<file path="src/rtl/pcp_pkg.sv">
`default_nettype none
// ----------------------------------------------------------------------------
// pcp_pkg
// shared types, constants and helpers for the polyline closest point block
// ----------------------------------------------------------------------------
package pcp_pkg;

  localparam int MAX_VERTICES  = 1024;
  localparam int SEG_INDEX_CAP = ((MAX_VERTICES - 1) > 1023) ? 1023 : (MAX_VERTICES - 1);
  localparam logic [10:0] COUNT_MAX = 11'd2047;

  // one classified vertex request handed from front to back
  typedef struct packed {
    logic signed [31:0] qx;
    logic signed [31:0] qy;
    logic signed [31:0] x1;
    logic signed [31:0] y1;
    logic signed [31:0] x2;
    logic signed [31:0] y2;
    logic               seg;
    logic               last;
  } seg_req_t;

  typedef struct packed {
    logic full;
    logic empty;
  } q_stat_t;

  function automatic logic signed [32:0] sub33(input logic signed [31:0] a,
                                               input logic signed [31:0] b);
    return {a[31], a} - {b[31], b};
  endfunction

  function automatic logic [32:0] mag33(input logic signed [32:0] v);
    return v[32] ? 33'(-v) : 33'(v);
  endfunction

endpackage : pcp_pkg
`default_nettype wire

</file>
<file path="src/rtl/pcp_front.sv">
`default_nettype none
// ----------------------------------------------------------------------------
// pcp_front
// accepts vertices, tracks the previous vertex and classifies each request
// ----------------------------------------------------------------------------
module pcp_front (
  input  wire logic               clk,
  input  wire logic               rst_n,
  input  wire logic               in_valid,
  output logic                    in_stall,
  input  wire logic signed [31:0] in_query_x,
  input  wire logic signed [31:0] in_query_y,
  input  wire logic signed [31:0] in_vertex_x,
  input  wire logic signed [31:0] in_vertex_y,
  input  wire logic               in_first_vertex,
  input  wire logic               in_last_vertex,
  input  wire pcp_pkg::q_stat_t   q_stat,
  output logic                    push,
  output pcp_pkg::seg_req_t       push_data
);
  import pcp_pkg::*;

  logic signed [31:0] prev_x_r, prev_y_r;
  logic               have_prev_r;

  assign in_stall = q_stat.full;
  assign push     = in_valid && !q_stat.full;

  always_comb begin
    push_data.qx   = in_query_x;
    push_data.qy   = in_query_y;
    push_data.x1   = prev_x_r;
    push_data.y1   = prev_y_r;
    push_data.x2   = in_vertex_x;
    push_data.y2   = in_vertex_y;
    // a first flag or no open polyline means clear instead of a segment
    push_data.seg  = have_prev_r && !in_first_vertex;
    push_data.last = in_last_vertex;
  end

  always_ff @(posedge clk) begin
    if (!rst_n) begin
      prev_x_r    <= '0;
      prev_y_r    <= '0;
      have_prev_r <= 1'b0;
    end else if (push) begin
      prev_x_r    <= in_vertex_x;
      prev_y_r    <= in_vertex_y;
      have_prev_r <= !in_last_vertex;
    end
  end

endmodule : pcp_front
`default_nettype wire

</file>
<file path="config.mk">
export PLATFORM = sky130hd
export DESIGN_NAME = pcp_front
export DESIGN_NICKNAME = d
export VERILOG_FILES = /design/src/rtl/pcp_pkg.sv /design/src/rtl/pcp_front.sv
export SDC_FILE = /design/constraint.sdc
export NUM_CORES = 1
export LEC_CHECK = 0
export BUFFER_PORTS_ARGS = -buffer_cell sky130_fd_sc_hd__buf_2
export CAP_MARGIN = 0
export CORE_MARGIN = 5
export CORE_UTILIZATION = 25
export CTS_CLUSTER_SIZE = 30
export DETAILED_ROUTE_END_ITERATION = 8
export GPL_ROUTABILITY_DRIVEN = 1
export MAX_ROUTING_LAYER = met4
export PLACE_DENSITY = 0.55
export SYNTH_ARGS = -nofsm -noshare
export SYNTH_HDL_FRONTEND = slang
export SYNTH_SLANG_ARGS = --single-unit
</file>
<file path="constraint.sdc">
create_clock -name clk -period 1.7 [get_ports clk]
set_input_delay 0.51 -clock clk [delete_from_list [all_inputs] [get_ports clk]]
set_output_delay 0.51 -clock clk [all_outputs]
set_load 0.05 [all_outputs]
</file>
# Yosys cells after proc, flatten, opt, wreduce, memory -nomap -nowiden
# Index checks and enable logic that the tools add are counted.
op_classes:
  n_reduce_logical: 5
ops:
  columns: ["cell", "count"]
  rows:
  - ["$logic_not A1 Y1", 3]
  - ["$logic_and A1 B1 Y1", 2]
word_totals:
  in_bits: 135
  reg_bits: 65

# Longest topological paths before layout
depth:
  word_depth: 2
  ltp_mapped: 5
  depth_no_buf: 2

# Least setup slack after synthesis
# OpenSTA, ideal clock, no wires.
synth_timing:
  path_kind: "input to output"
  startpoint: "input port in_first_vertex"
  endpoint: "output port push_data[1] in the netlist's numbering"
  setup_slack_ns: -0.009
  arrival_ns: 1.199
  path_stages: 1
  cell_sequence: "nor2b_1"
synth_via:
  elab_chain_len: 2
synth_lines:
  columns: ["element", "line_no", "rtl"]
  rows:
  - ["start: declaration", "pcp_front.sv:15", "input wire logic in_first_vertex,"]
  - ["$logic_not A1 Y1", "pcp_front.sv:37", "push_data.seg = have_prev_r && !in_first_vertex;"]
  - ["$logic_and A1 B1 Y1", "pcp_front.sv:37", null]
  - ["end: declaration", "pcp_front.sv:19", "output pcp_pkg::seg_req_t push_data"]
# Every way passes these cells.

# Worst setup path in the final report
layout_timing:
  startpoint: "input port q_stat[1] in the netlist's numbering"
  endpoint: "output port push"
layout_via:
  elab_chain_len: 2
layout_lines:
  columns: ["element", "line_no", "rtl"]
  rows:
  - ["start: declaration", "pcp_front.sv:17", "input wire pcp_pkg::q_stat_t q_stat,"]
  - ["$logic_not A1 Y1", "pcp_front.sv:27", "assign push = in_valid && !q_stat.full;"]
  - ["$logic_and A1 B1 Y1", "pcp_front.sv:27", null]
  - ["end: declaration", "pcp_front.sv:18", "output logic push,"]
# Every way passes these cells.

==> impl_metrics.env <==
export IMPL_end_kind="output port"
export IMPL_synth_area_per_cell_um2=8.72
export IMPL_grt_use_met3_pct=3.56
export IMPL_cts_tree="built"
export IMPL_status="complete, no violations"
export IMPL_gr_total_overflow=0
export IMPL_vias_per_cell=4.05
export IMPL_core_um2=14000
export IMPL_arrival_ps=1070
export IMPL_final_setup_tns_ps=0
export IMPL_insertion_delay_ps=330
export IMPL_cts_setup_buffers=0
export IMPL_slew_violations=0
export IMPL_clk_path_buf_depth=2
export IMPL_dieArea_um2=16900
export IMPL_p_total_mw=4.92
export IMPL_grt_max_degree=68
export IMPL_nets=611
export IMPL_finalSetupViolations=0
export IMPL_synth_nets=548
export IMPL_r2r_cells=1
export IMPL_num_rows=43
export IMPL_vias=2680
export IMPL_power_switching_mw=1.51
export IMPL_cp_cell_sequence="buf_2 -> nor2b_4 -> buf_2"
export IMPL_hold_depth=3
export IMPL_cts_root_buf="clkbuf_16"
export IMPL_rsz0062_at_grt="false"
export IMPL_io_pins=331
export IMPL_cts_resized=0
export IMPL_r2r_slack_ps=1080
export IMPL_critPathRequiredTime_ps=1190
export IMPL_globalplace_congestion=0.766
export IMPL_worstMarginPinSlew_ps=464
export IMPL_fin_skew_ps=0
export IMPL_vdd_drop_max_uv=484
export IMPL_cts_buffers=9
export IMPL_gr_usage_all_layers_pct=9.60
export IMPL_cp_max_fo=3
export IMPL_drt_pre_antenna_iters=4
export IMPL_fin_crit_sh_pct=92.7
export IMPL_design_area_um2=4120
export IMPL_synth_seq_area_share_pct=36.1
export IMPL_cts_sinks=65
export IMPL_first_iter_violations=42
export IMPL_placed_area_um2=3760
export IMPL_syn_area_um2=3600
export IMPL_antenna_cells=0
export IMPL_yosysWarnings=0
export IMPL_drc=0
export IMPL_cp_common_cell="buf_2"
export IMPL_drt_total_wl_um=8190
export IMPL_switching_share_pct=30.6
export IMPL_hold_path_end="prev_y_r[25]"
export IMPL_ctsHoldBuffers=0
export IMPL_utilization_pct=29.5
export IMPL_whs_ps=432
export IMPL_dp_final_hpwl_um=6280
export IMPL_worstSetupPathType="input pin to output port"
export IMPL_power_density_nw_per_um2=1190
export IMPL_wl_per_cell_um=12.4
export IMPL_hold_path_class="input pin to flop"
export IMPL_internal_power_mw=3.42
export IMPL_synth_seq_cells=65
export IMPL_htree_num_levels=3
export IMPL_grt_antenna_before_repair=0
export IMPL_yosysUniqueCellTypes=12
export IMPL_path_clk_slew_ps=50
export IMPL_fmax_mhz=634
export IMPL_synth_cells=413
export IMPL_worstSetupStartpointType="input pin"
export IMPL_critPathSlowestCell="buf_2"
export IMPL_grt_pass1_wl_um=12500
export IMPL_first_global_vias=2706
export IMPL_ant_nets=0
export IMPL_busiest_layer="met2"
export IMPL_slowest_delay_ps=290
export IMPL_area_growth_pct=14.4
export IMPL_min_period_ps=1580
export IMPL_hold_viol=0
export IMPL_crit_start="q_stat[1]"
export IMPL_maxCapViolCount=0
export IMPL_pwr_share_seq_pct=33.3
export IMPL_die_h_um=130
export IMPL_pwr_share_comb_pct=21.6
export IMPL_leakagePower_nw=2.09
export IMPL_r2r_start="have_prev_r"
export IMPL_fp_dieW_um=130
export IMPL_grt_use_met1_pct=9.61
export IMPL_start_util_pct=25.8
export IMPL_io_buffers=201
export IMPL_clkPwrFrac_pct=45.0
export IMPL_layout_drive_gt1_share_pct=46.2
export IMPL_r2r_end="have_prev_r"
export IMPL_grtUsageMet2_pct=15.7
export IMPL_max_slew_margin_pct=69.1
export IMPL_hp_start="in_vertex_y[25]"
==> synthesized netlist by cell type, drive strengths merged <==
library cell	count	share of area, %
buf	149	31
nor2b	2	0.56
nand3b	1	0.21
nand2	128	13
mux2i	64	18
o211a	1	0.28
dfxtp	65	36
clkbuf	3	0.31
==> routing by layer <==
| metal | up-vias | part of all wire, % |
|---|---|---|
| met5 | - | 0 |
| met4 | 0 | 3.4 |
| met3 | 35 | 9.6 |
| met2 | 135 | 50 |
| met1 | 1214 | 37 |
| li1 | 1296 | - |
==> worst max path at each step <==
stage	end	cells past startpoint
floorplan	push	3
global placement	push	3
detailed placement	push	3
CTS	push	3
global route	push	3
finish	push	3
==> state kept, by name (all words and copies together) (netlist names) <==
name         flops
prev_y_r        32
have_prev_r      1
prev_x_r        32
==> area by class of cell <==
type                    count  area (µm²)
clock buffers              12         267
fillers                  1504        9870
flip-flops and latches     65        1300
repair buffers            204        1070
multi-input cells         196        1160
clock inverters             4        97.6
well taps                 180         225
==> power groups by stage <==
stage                     clock, mW  sequential (mW)  combinational (mW)
after floorplan                   0             1.94                1.05
after global placement            0             1.67                1.07
after global routing           2.37             1.65                1.13
after detailed placement          0             1.67                1.08
final                          2.22             1.64                1.07
after CTS                      2.31             1.64                1.08
==> critical path, delay by kind of cell <==
kind	cells	cell delay, ps
buf+inv	2	410
simple gates	1	140
==> placed cells by master (no fill, tap or decap), drive strengths merged <==
master,instances
buf,204
nand2,128
dfxtp,65
mux2i,64
clkbuf,12
bufinv,3
nor2b,2
nand3b,1
o211a,1
clkinvlp,1
==> stage by stage <==
step           setup WS [ps]  instances
5_1_grt                 98.7        661
2_1_floorplan            211        413
6_report                 124        661
4_1_cts                  115        661
3_5_place_dp             114        645
3_3_place_gp             115        645
==> kinds of logic after synthesis <==
kind of cell    Yosys count  synth area share [%]
simple gates            131                  14.1
flops                    65                  36.1
buf+inv                 152                  31.7
mux                      64                  17.8
compound gates            1                 0.278
Note: power is estimated with default switching activity, not from simulation.
