==> config.mk <==
export PLATFORM = sky130hd
export DESIGN_NAME = pcp_queue
export DESIGN_NICKNAME = d
export VERILOG_FILES = /design/src/rtl/pcp_pkg.sv /design/src/rtl/pcp_queue.sv
export SDC_FILE = /design/constraint.sdc
export NUM_CORES = 1
export LEC_CHECK = 0
export BUFFER_PORTS_ARGS = -buffer_cell sky130_fd_sc_hd__buf_2
export CAP_MARGIN = 15
export CORE_AREA = 2 2 180 182
export DETAILED_ROUTE_END_ITERATION = 7
export DIE_AREA = 0 0 182 184
export GPL_TIMING_DRIVEN = 0
export PLACE_DENSITY_LB_ADDON = 0.15
export SLEW_MARGIN = 40
export SYNTH_ARGS = -nofsm -noshare
export SYNTH_HDL_FRONTEND = slang
export SYNTH_SLANG_ARGS = --single-unit
==> constraint.sdc <==
create_clock -name clk -period 10.7 [get_ports clk]
set_input_delay 2.14 -clock clk [delete_from_list [all_inputs] [get_ports clk]]
set_output_delay 2.14 -clock clk [all_outputs]
set_load 0.01 [all_outputs]
==> src/rtl/pcp_pkg.sv <==
`default_nettype none
// ----------------------------------------------------------------------------
// pcp_pkg
// shared types, constants and helpers for the polyline closest point block
// ----------------------------------------------------------------------------
package pcp_pkg;

  localparam int MAX_VERTICES  = 1024;
  localparam int SEG_INDEX_CAP = ((MAX_VERTICES - 1) > 1023) ? 1023 : (MAX_VERTICES - 1);
  localparam logic [10:0] COUNT_MAX = 11'd2047;

  // one classified vertex request handed from front to back
  typedef struct packed {
    logic signed [31:0] qx;
    logic signed [31:0] qy;
    logic signed [31:0] x1;
    logic signed [31:0] y1;
    logic signed [31:0] x2;
    logic signed [31:0] y2;
    logic               seg;
    logic               last;
  } seg_req_t;

  typedef struct packed {
    logic full;
    logic empty;
  } q_stat_t;

  function automatic logic signed [32:0] sub33(input logic signed [31:0] a,
                                               input logic signed [31:0] b);
    return {a[31], a} - {b[31], b};
  endfunction

  function automatic logic [32:0] mag33(input logic signed [32:0] v);
    return v[32] ? 33'(-v) : 33'(v);
  endfunction

endpackage : pcp_pkg
`default_nettype wire

==> src/rtl/pcp_queue.sv <==
`default_nettype none
// ----------------------------------------------------------------------------
// pcp_queue
// two-entry request queue between the front and back parts
// ----------------------------------------------------------------------------
module pcp_queue (
  input  wire logic              clk,
  input  wire logic              rst_n,
  input  wire logic              push,
  input  wire pcp_pkg::seg_req_t push_data,
  input  wire logic              pop,
  output pcp_pkg::seg_req_t      head,
  output pcp_pkg::q_stat_t       stat
);
  import pcp_pkg::*;

  seg_req_t   mem_r [2];
  logic       wr_ptr_r, rd_ptr_r;
  logic [1:0] cnt_r;

  always_ff @(posedge clk) begin
    if (push) begin
      mem_r[wr_ptr_r] <= push_data;
    end
  end

  always_ff @(posedge clk) begin
    if (!rst_n) begin
      wr_ptr_r <= 1'b0;
      rd_ptr_r <= 1'b0;
      cnt_r    <= 2'd0;
    end else begin
      if (push) wr_ptr_r <= ~wr_ptr_r;
      if (pop)  rd_ptr_r <= ~rd_ptr_r;
      unique case ({push, pop})
        2'b10:   cnt_r <= cnt_r + 2'd1;
        2'b01:   cnt_r <= cnt_r - 2'd1;
        default: cnt_r <= cnt_r;
      endcase
    end
  end

  assign head       = mem_r[rd_ptr_r];
  assign stat.full  = cnt_r == 2'd2;
  assign stat.empty = cnt_r == 2'd0;

endmodule : pcp_queue
`default_nettype wire

Yosys cells after proc, flatten, opt, wreduce, memory -nomap -nowiden:

Memories as Yosys holds them, arrays and structs flattened. A register that Yosys moved wholly into a read port is not among the register bits.
Index checks and enable logic that the tools add are counted.

* RAM bits: 388
* input bits: 198
* register bits after elaboration: 4
* logic and storage cells: 18
* output and inout port bits: 196
* memories: 1

* mux-type cells: 5
* equality and inequality tests: 3
* add/sub/neg operators: 2
* bitwise gates (word level): 2
* reductions and logical operators: 2

Memory list
* mem_r: words 2, width 194, read ports 1, clocked after memory_dff 1, write ports 1, RTL line pcp_queue.sv:17 `seg_req_t mem_r [2];`

Operators with widths (number)
* $eq A2 B2 Y1 const B: 2
* $mux W1: 4
* $pmux W2 S2: 1
* $add A2 B1 Y2 const B: 1
* $eq A2 B1 Y1 const B: 1
* $logic_not A2 Y1: 1
* $not A1 Y1: 2
* $reduce_bool A2 Y1: 1
* $sub A2 B1 Y2 const B: 1

Longest topological paths before layout:

Gate-level depths: netlist of the first run.

* word-level depth: 3
* gate-level depth with buffers: 5

Least setup slack after synthesis of the first run:

No wires, ideal clock.

* path type: input to register
* start point: in push
* end point: reg wr_ptr_r
* path slack: -412 ps
* stages: 3
* arrival: 11016 ps
* library setup time: 96 ps
* data required time: 10604 ps
* cells stage by stage: inv_1 -> nor2_1 -> o21a_1

RTL lines
* start: declaration: RTL line pcp_queue.sv:9 `input wire logic push,`
* end signal: assignment: RTL line pcp_queue.sv:33 `if (push) wr_ptr_r <= ~wr_ptr_r;`
* end: declaration: RTL line pcp_queue.sv:18 `logic wr_ptr_r, rd_ptr_r;`

==> impl_metrics.ini, run 1 <==
[finish]
area.growth.synth_to_final_pct = 28.5
finish.instance_area_um2 = 18800
final_core_util_pct = 60.0
final_cells = 1517
drive_above_1_share_pct = 61.8
nets = 1280

[synthesis]
synth_fp_nets = 825
yosysMostFrequentCell = edfxtp_1
syn-cell-area_um2 = 14700
synth-main-ff-cell = edfxtp_1
synthArstFlopShare_pct = 0
synth_area_leaders = edfxtp_1 (80%), mux2_4 (10%), mux2_2 (7.2%), buf_6 (1.4%), dfxtp_1 (0.68%)
yosys.area.top_type = edfxtp_1
syn-mean-instance-area_um2 = 23.4
synth_top_area_share_pct = 79.5
synth_seq_area_share_pct = 80.2
synth-edff-count = 388
synthTopCellsByCount = edfxtp_1 (388), mux2_4 (100), mux2_2 (94), buf_6 (18), dfxtp_1 (5)
synthDistinctLibCells = 18
synth_seq_cells = 393
yosys_warnings = 0
synth_cells = 626

[placed_design]
place_inst = 1440
io_buffers = 393
hpwl_um = 21300
finalWeightedCongestion = 0.717
placed_area_um2 = 17600

[sta]
slew-limit-headroom_pct = 67.2
drv_slew = 0
max_clock_freq_mhz = 245
setup_viol = 0
period_needed_ns = 4.08
rsz0062_at_grt = false
period_share_pct = 38.1
hold_viol = 0
fin_tns_setup_ns = 0
worstMarginPinSlew_ns = 0.491
clock_skew_ns = 0.0144

[setup_path]
path_buf_inv = 4
cpPeakStageDelay_ns = 0.32
cp_max_fo = 10
worstPathRequired_ns = 8.56
cp_slowest_cell = dfxtp_1
cp_top_family = buffers and inverters
endpoint_kind = output port
worstPathCellList = buf_2, buf_6, buf_6, mux2_4, buf_2
startpoint_type = register
reg2reg_slack_ns = 8.88
arrival_ns = 1.94
critical_path_class = reg2out

[grt]
track_usage_pct = 17.1
grt-busiest-layer = met2
met2_usage_pct = 28.8
grt_pass1_wl_um = 43400
gr-usage-met1_pct = 19.5
grt_start_max_net_pins = 38
grt_pass1_vias = 7656
use_met3_pct = 7.31
antenna_found_initial = 12
overflow = 0

[run_status]
outcome = completed

[clock_tree]
cts_root_buf = clkbuf_16
cts_num_sinks = 393
hold_buffers = 0
cts_buffers = 41
cts_setup_buffers = 0
ctsLongestPathBuffers = 3
cts_resized = 0
clk_latency_ns = 0.51
cts_tree = done
clk_pin_slew_ns = 0.06
ctsHtreeMaxLevel = 2

[die]
die-area_um2 = 33500
die_w_um = 182
ioPinCount = 394
die_h_um = 184
start_util_pct = 46.7
fp.coreArea_um2 = 31400
num_rows = 65

[drt]
routedWlPerCell_um = 19.4
via_count = 7409
dr.pass1.iters = 4
drt-total-wl_um = 29500
ant_nets = 0
viasPerCell = 4.88
drt_iter0_drc = 325
drc_errors = 0

[power]
power.density_nw_per_um2 = 186
power_mw = 3.50
ir_drop_uv = 168
p_leak_nw = 7.32

[min_path]
hold_class = reg2reg

[run]
cap_viol_max_count = 0
tightest hold or removal path, cell delays in order (launching register included):
cell and delay (ns):
dfxtp_1 0.33, o21ai_0 0.08, a21boi_1 0.06
cells by family after synthesis:
logic type | synth area share (%)
flip-flops | 80.2
multiplexers | 17.5
buffers and inverters | 1.55
AND/OR/NAND/NOR | 0.367
AO/OA/AOI/OAI | 0.137
XOR/XNOR | 0.179
adder cells (fa/ha/maj) | 0.0854
state kept, by name, indices dropped and copies added, names as in the netlist, named ones only:
name / count
mem_r: 388
wr_ptr_r: 1
rd_ptr_r: 1
cnt_r: 2
metrics by stage:
step           hold slack [ns]  setup WS (ns)
2_1_floorplan            0.466           3.01
3_3_place_gp             0.486         -0.208
3_5_place_dp             0.502           6.91
4_1_cts                  0.513           6.56
5_1_grt                  0.552           6.55
6_report                 0.511           6.62
path summary, 6_finish.rpt:
| path | cells past startpoint | to | start |
|---|---|---|---|
| min | 2 | cnt_r[1] | cnt_r[1] |
| min reg2reg | 2 | cnt_r[1] | cnt_r[1] |
| max reg2reg | 4 | mem_r[1][103] | wr_ptr_r |
| max | 5 | head[106] | register |
cell type report:
class,instances,area (um^2)
clock buffer,50,1100
antenna,7,17.5
inverter,1,3.75
timing repair buffer,412,2420
tap,402,503
buffer,22,223
multi-input combinational,210,2680
clock inverter,20,120
sequential,393,11800
fill,2400,12600
report_power, final:
group	total, mW	leakage (nW)	internal, mW	switching (mW)
clock	1.29	0.602	0.752	0.539
combinational	0.412	3.03	0.212	0.199
sequential	1.80	3.68	1.78	0.0171
total	3.50	7.32	2.74	0.755
cell usage in the layout, fill, tap and decap left out, types with 7 or more instances in the layout:
master | netlist | routed
edfxtp_1 | 388 | 388
clkbuf_16 | 0 | 43
clkinv_1 | 0 | 9
mux2_4 | 100 | 100
clkbuf_1 | 0 | 7
buf_6 | 18 | 18
buf_16 | 0 | 11
buf_2 | 4 | 397
mux2_2 | 94 | 94
clkinv_2 | 0 | 8
diode_2 | 0 | 7
routing by layer:
metal / part of all wire, % / up-vias
met5: 0.19 / -
met4: 3.2 / 10
met3: 9.9 / 70
met2: 49 / 315
met1: 38 / 3589
li1: - / 3425
Power figures use the tool's default switching activity.
==> inputs of run 2 (changes only) <==
- clock period: 10.7 -> 3.3 ns (I/O delays scaled with it)
==> run 2 against run 1 <==
Sequential power increased to 3.2 times the previous value; core utilization decreased by 0.36 points; power grew to 3.2 times the previous value; sequential share of layout area increased by 0.38 points; clock power grew to 3.2 times the previous value; first-iteration DRC count rose by 7.1%; global-route usage is 0.14 points higher; highest routed layer unchanged; combinational power rose to 3.2 times the previous value.
==> impl_metrics.ini, run 2 (same netlist as run 1, synthesis figures left out) <==
[run_status]
outcome = completed

[min_path]
hold_class = in2reg

[drt]
viasPerCell = 4.92
routedWlPerCell_um = 19.6
dr.pass1.iters = 4
drt_iter0_drc = 348
ant_nets = 0
drt-total-wl_um = 29500
drc_errors = 0
via_count = 7406

[clock_tree]
clk_latency_ns = 0.51
clk_pin_slew_ns = 0.06
ctsHtreeMaxLevel = 2
hold_buffers = 0
cts_buffers = 41
cts_root_buf = clkbuf_16
cts_tree = done
ctsLongestPathBuffers = 3
cts_resized = 0
cts_num_sinks = 393
cts_setup_buffers = 0

[die]
die_w_um = 182
die_h_um = 184
num_rows = 65
die-area_um2 = 33500
ioPinCount = 394
start_util_pct = 46.7
fp.coreArea_um2 = 31400

[finish]
top_register = mem_r
layout_commonest_cell = buf_2
final_core_util_pct = 59.6
nets = 1279
area.growth.synth_to_final_pct = 27.7
reg.largest.list = mem_r x388, cnt_r x2
multi_input_area_um2 = 2680
layout_common_cells = buf_2 (397), edfxtp_1 (388), mux2_4 (100)
seq_area_um2 = 11800
largest_reg_flops = 388
nFillCells = 2420
drive_above_1_share_pct = 62.4

[sta]
period_needed_ns = 2.59
slew-limit-headroom_pct = 72.5
layout_setup_ws_ns = 0.710
max_clock_freq_mhz = 386
drv_slew = 0
worstMarginPinSlew_ns = 0.412
hold_viol = 0
rsz0062_at_grt = false
clock_skew_ns = 0.0168
setup_viol = 0
period_share_pct = 78.5

[grt]
grt_start_max_net_pins = 39
track_usage_pct = 17.2
grt_pass1_wl_um = 43600
overflow = 0
antenna_found_initial = 11
grt_pass1_vias = 7703

[power]
ir_drop_uv = 487
p_leak_nw = 7.25
power.density_nw_per_um2 = 604

[setup_path]
cp_max_fo = 10
arrival_ns = 1.93
worstPathRequired_ns = 2.64
cp_slowest_cell = mux2_2
cp_top_family = buffers and inverters
reg2reg_slack_ns = 1.33
startpoint_type = register
path_buf_inv = 4
critical_path_class = reg2out
worstPathCellList = buf_2, buf_6, buf_6, mux2_2, buf_2
endpoint_kind = output port
cpPeakStageDelay_ns = 0.37

[placed_design]
hpwl_um = 21200
io_buffers = 393
dp_slack_ns = 0.750
finalWeightedCongestion = 0.732

[run]
cap_viol_max_count = 0
[run 2: changes by cell type in the layout (fill, tap and decap cells not counted), moves of 2 or more]
cell and delta:
clkinvlp_4 +4, clkbuf_16 -2, clkinv_1 -4, buf_16 -5, buf_8 +5, diode_2 -2
clkbuf_1 -5
[run 2: worst paths after layout]
kind / start / cells past startpoint / endpoint
setup / recovery: register / 5 / head[164]
hold / removal: push_data[125] / 1 / mem_r[1][125]
setup reg to reg: wr_ptr_r / 4 / mem_r[1][72]
hold reg to reg: cnt_r[1] / 2 / cnt_r[1]
[run 2: area by class of cell]
type / instances / share of cell area (%)
multi-input cells: 210 / 14.3
repair buffers: 411 / 12.5
flip-flops and latches: 393 / 62.8
inverters: 1 / 0.0869
plain buffers: 22 / 1.19
clock inverters: 19 / 0.809
diodes: 5 / 0.0669
clock buffers: 43 / 5.52
well taps: 402 / 2.69
[run 2: through the flow]
| step | area [um^2] | total power, mW | setup TNS [ns] | cells | hold slack (ns) |
|---|---|---|---|---|---|
| finish | 18700 | 11.3 | 0 | 1506 | 0.327 |
| global route | 18700 | 11.7 | 0 | 1504 | 0.312 |
| CTS | 18700 | 11.4 | 0 | 1501 | 0.306 |
| detailed placement | 17500 | 7.28 | 0 | 1439 | 0.509 |
| global placement | 17100 | 7.21 | -550.65 | 1421 | 0.487 |
| floorplan | 14700 | 6.68 | -130.37 | 626 | 0.466 |
[run 2: worst reg2reg max path, stage by stage (launching register included)]
cell and delay, ns:
dfxtp_1 0.38, and2_4 0.42, buf_12 0.31, buf_12 0.26
buf_12 0.26
[run 2: where the power goes]
part	leakage [nW]	internal, mW	switching (mW)
sequential	3.68	5.77	0.0557
combinational	3.00	0.675	0.647
clock	0.572	2.40	1.76
total	7.25	8.84	2.46
[run 2: metal layers]
layer  vias to the layer above  global-route usage (%)  part of all wire [%]
met2                       315                    29.6                    49
met5                         -                       0                  0.27
met3                        69                    7.61                    11
li1                       3416                       -                     -
met4                        12                    5.90                   2.9
met1                      3594                    19.2                    37
==> inputs of run 3 (changes only) <==
- clock period: 3.3 -> 2.1 ns (I/O delays scaled with it)
==> run 3 against run 2 <==
The flow now finishes with violations (setup timing); worst hold slack worse by 0.24 ns; register-to-register slack got worse by 1.2 ns; non-clock buffer count increased by 17; global-route usage rose by 0.37 points; first-iteration DRC count grew 2.0%; largest cell class unchanged.
==> impl_metrics.ini, run 3 (same netlist as run 1, synthesis figures left out) <==
[placed_design]
io_buffers = 393
finalWeightedCongestion = 0.732
hpwl_um = 21200
placed_area_um2 = 17500
dp_slack_ns = -0.210
place_inst = 1439

[clock_tree]
ctsLongestPathBuffers = 3
cts_buffers = 41
cts_root_buf = clkbuf_16
cts_tree = done
clk_latency_ns = 0.51
clk_pin_slew_ns = 0.06
cts_num_sinks = 393
ctsHtreeMaxLevel = 2

[setup_path]
endpoint_kind = output port
r2r-end = mem_r[0][72]
worstPathRequired_ns = 1.68
arrival_ns = 1.81
reg2reg_depth = 6
critical_path_class = reg2out
startpoint_type = register
cp_max_fo = 9
reg2reg_slack_ns = 0.09
r2r_start = wr_ptr_r
critical_path.endpoint = head[24]

[drt]
routedWlPerCell_um = 20.7
dr.pass1.iters = 4
viasPerCell = 4.96
via_count = 7561
drc_errors = 0
drt-total-wl_um = 31600
drt_iter0_drc = 355
ant_nets = 0

[power]
p_leak_nw = 7.73
p_sw_mw = 3.99
seqPwrFrac_pct = 50.2
sw_frac_of_total_pct = 21.8
power.internal_mw = 14.3
power_mw = 18.3
combPwrFrac_pct = 14.0
ir_drop_uv = 769
power.density_nw_per_um2 = 923
p_clk_share_pct = 35.8

[finish]
top_register = mem_r
nets = 1297
layout_commonest_cell = edfxtp_1
nFillCells = 2284
largest_reg_flops = 388
reg.largest.list = mem_r x388, cnt_r x2
final_cells = 1524
finish.instance_area_um2 = 19800
area.growth.synth_to_final_pct = 35.0
layout_common_cells = edfxtp_1 (388), buf_2 (334), mux2_4 (130)
drive_above_1_share_pct = 63.1

[sta]
worstMarginPinSlew_ns = 0.408
setup_viol = 193
max_clock_freq_mhz = 449
rsz0062_at_grt = true
slew-limit-headroom_pct = 72.8
period_needed_ns = 2.23
clock_skew_ns = 0.0163
period_share_pct = 106
layout_setup_ws_ns = -0.128
hold_viol = 0
drv_slew = 0

[run_status]
outcome = complete, but fails checks
violations = setup timing

[min_path]
min_path_cells = 1
hold_class = in2reg

[grt]
grt_pass1_wl_um = 44500
track_usage_pct = 17.6
grt_start_max_net_pins = 39
overflow = 0
grt_pass1_vias = 7744
antenna_found_initial = 11

[die]
die_h_um = 184
num_rows = 65
fp.coreArea_um2 = 31400
start_util_pct = 46.7
ioPinCount = 394
die-area_um2 = 33500
die_w_um = 182

[run]
cap_viol_max_count = 0
-- run 3: worst min path at each step --
| stage | startpoint | endpoint |
|---|---|---|
| after global placement | cnt_r[1] | cnt_r[1] |
| final | push_data[153] | mem_r[0][153] |
| after CTS | push_data[44] | mem_r[1][44] |
| after floorplan | cnt_r[1] | cnt_r[1] |
| after detailed placement | cnt_r[1] | cnt_r[1] |
| after global routing | push_data[87] | mem_r[0][87] |
-- run 3: layout make-up --
class	count	area, um^2	share of cell area, %
buffer	22	425	2.15
clock inverter	19	151	0.766
inverter	1	16.3	0.0822
multi-input combinational	211	2800	14.2
tap	402	503	2.54
clock buffer	43	1030	5.23
timing repair buffer	428	3080	15.6
antenna	5	12.5	0.0633
sequential	393	11800	59.4
-- run 3: what timing repair did --
| item | 4_1_cts | 5_1_grt |
|---|---|---|
| setup endpoints to repair | 194 | 210 |
| gates resized for setup | 78 | 73 |
| cloned | 1 | 14 |
| pin swaps | 0 | 1 |
| hold buffers | 0 | 0 |
| setup buffers | 2 | 1 |
-- run 3: layer usage --
| metal | global-route usage (%) | share of wire (%) |
|---|---|---|
| met1 | 19.6 | 37 |
| met2 | 30.2 | 50 |
| met3 | 7.81 | 10 |
| met4 | 5.94 | 2.5 |
| met5 | 0 | 0.25 |
-- run 3: per-stage QoR --
step	hold WS (ns)	TNS, ns	util, %
5_1_grt	0.0726	-27.43	63.0
6_report	0.0892	-17.27	63.0
3_5_place_dp	0.509	-9.26	55.8
2_1_floorplan	0.466	-342.12	-
4_1_cts	0.0656	-24.48	60.7
3_3_place_gp	0.487	-924.09	54.6
-- run 3: power groups by stage --
| stage | logic (mW) | registers (mW) | clock network, mW |
|---|---|---|---|
| final | 2.56 | 9.17 | 6.54 |
| after detailed placement | 2.11 | 9.32 | 0 |
| after floorplan | 1.17 | 9.33 | 0 |
| after CTS | 2.29 | 9.17 | 6.68 |
| after global routing | 2.71 | 9.20 | 6.97 |
| after global placement | 1.98 | 9.35 | 0 |
-- run 3: critical path, stage by stage, from the launching register on --
cell,delay [ns]
dfxtp_2,0.34
buf_12,0.16
clkbuf_16,0.19
clkbuf_16,0.16
mux2_4,0.29
buf_2,0.15
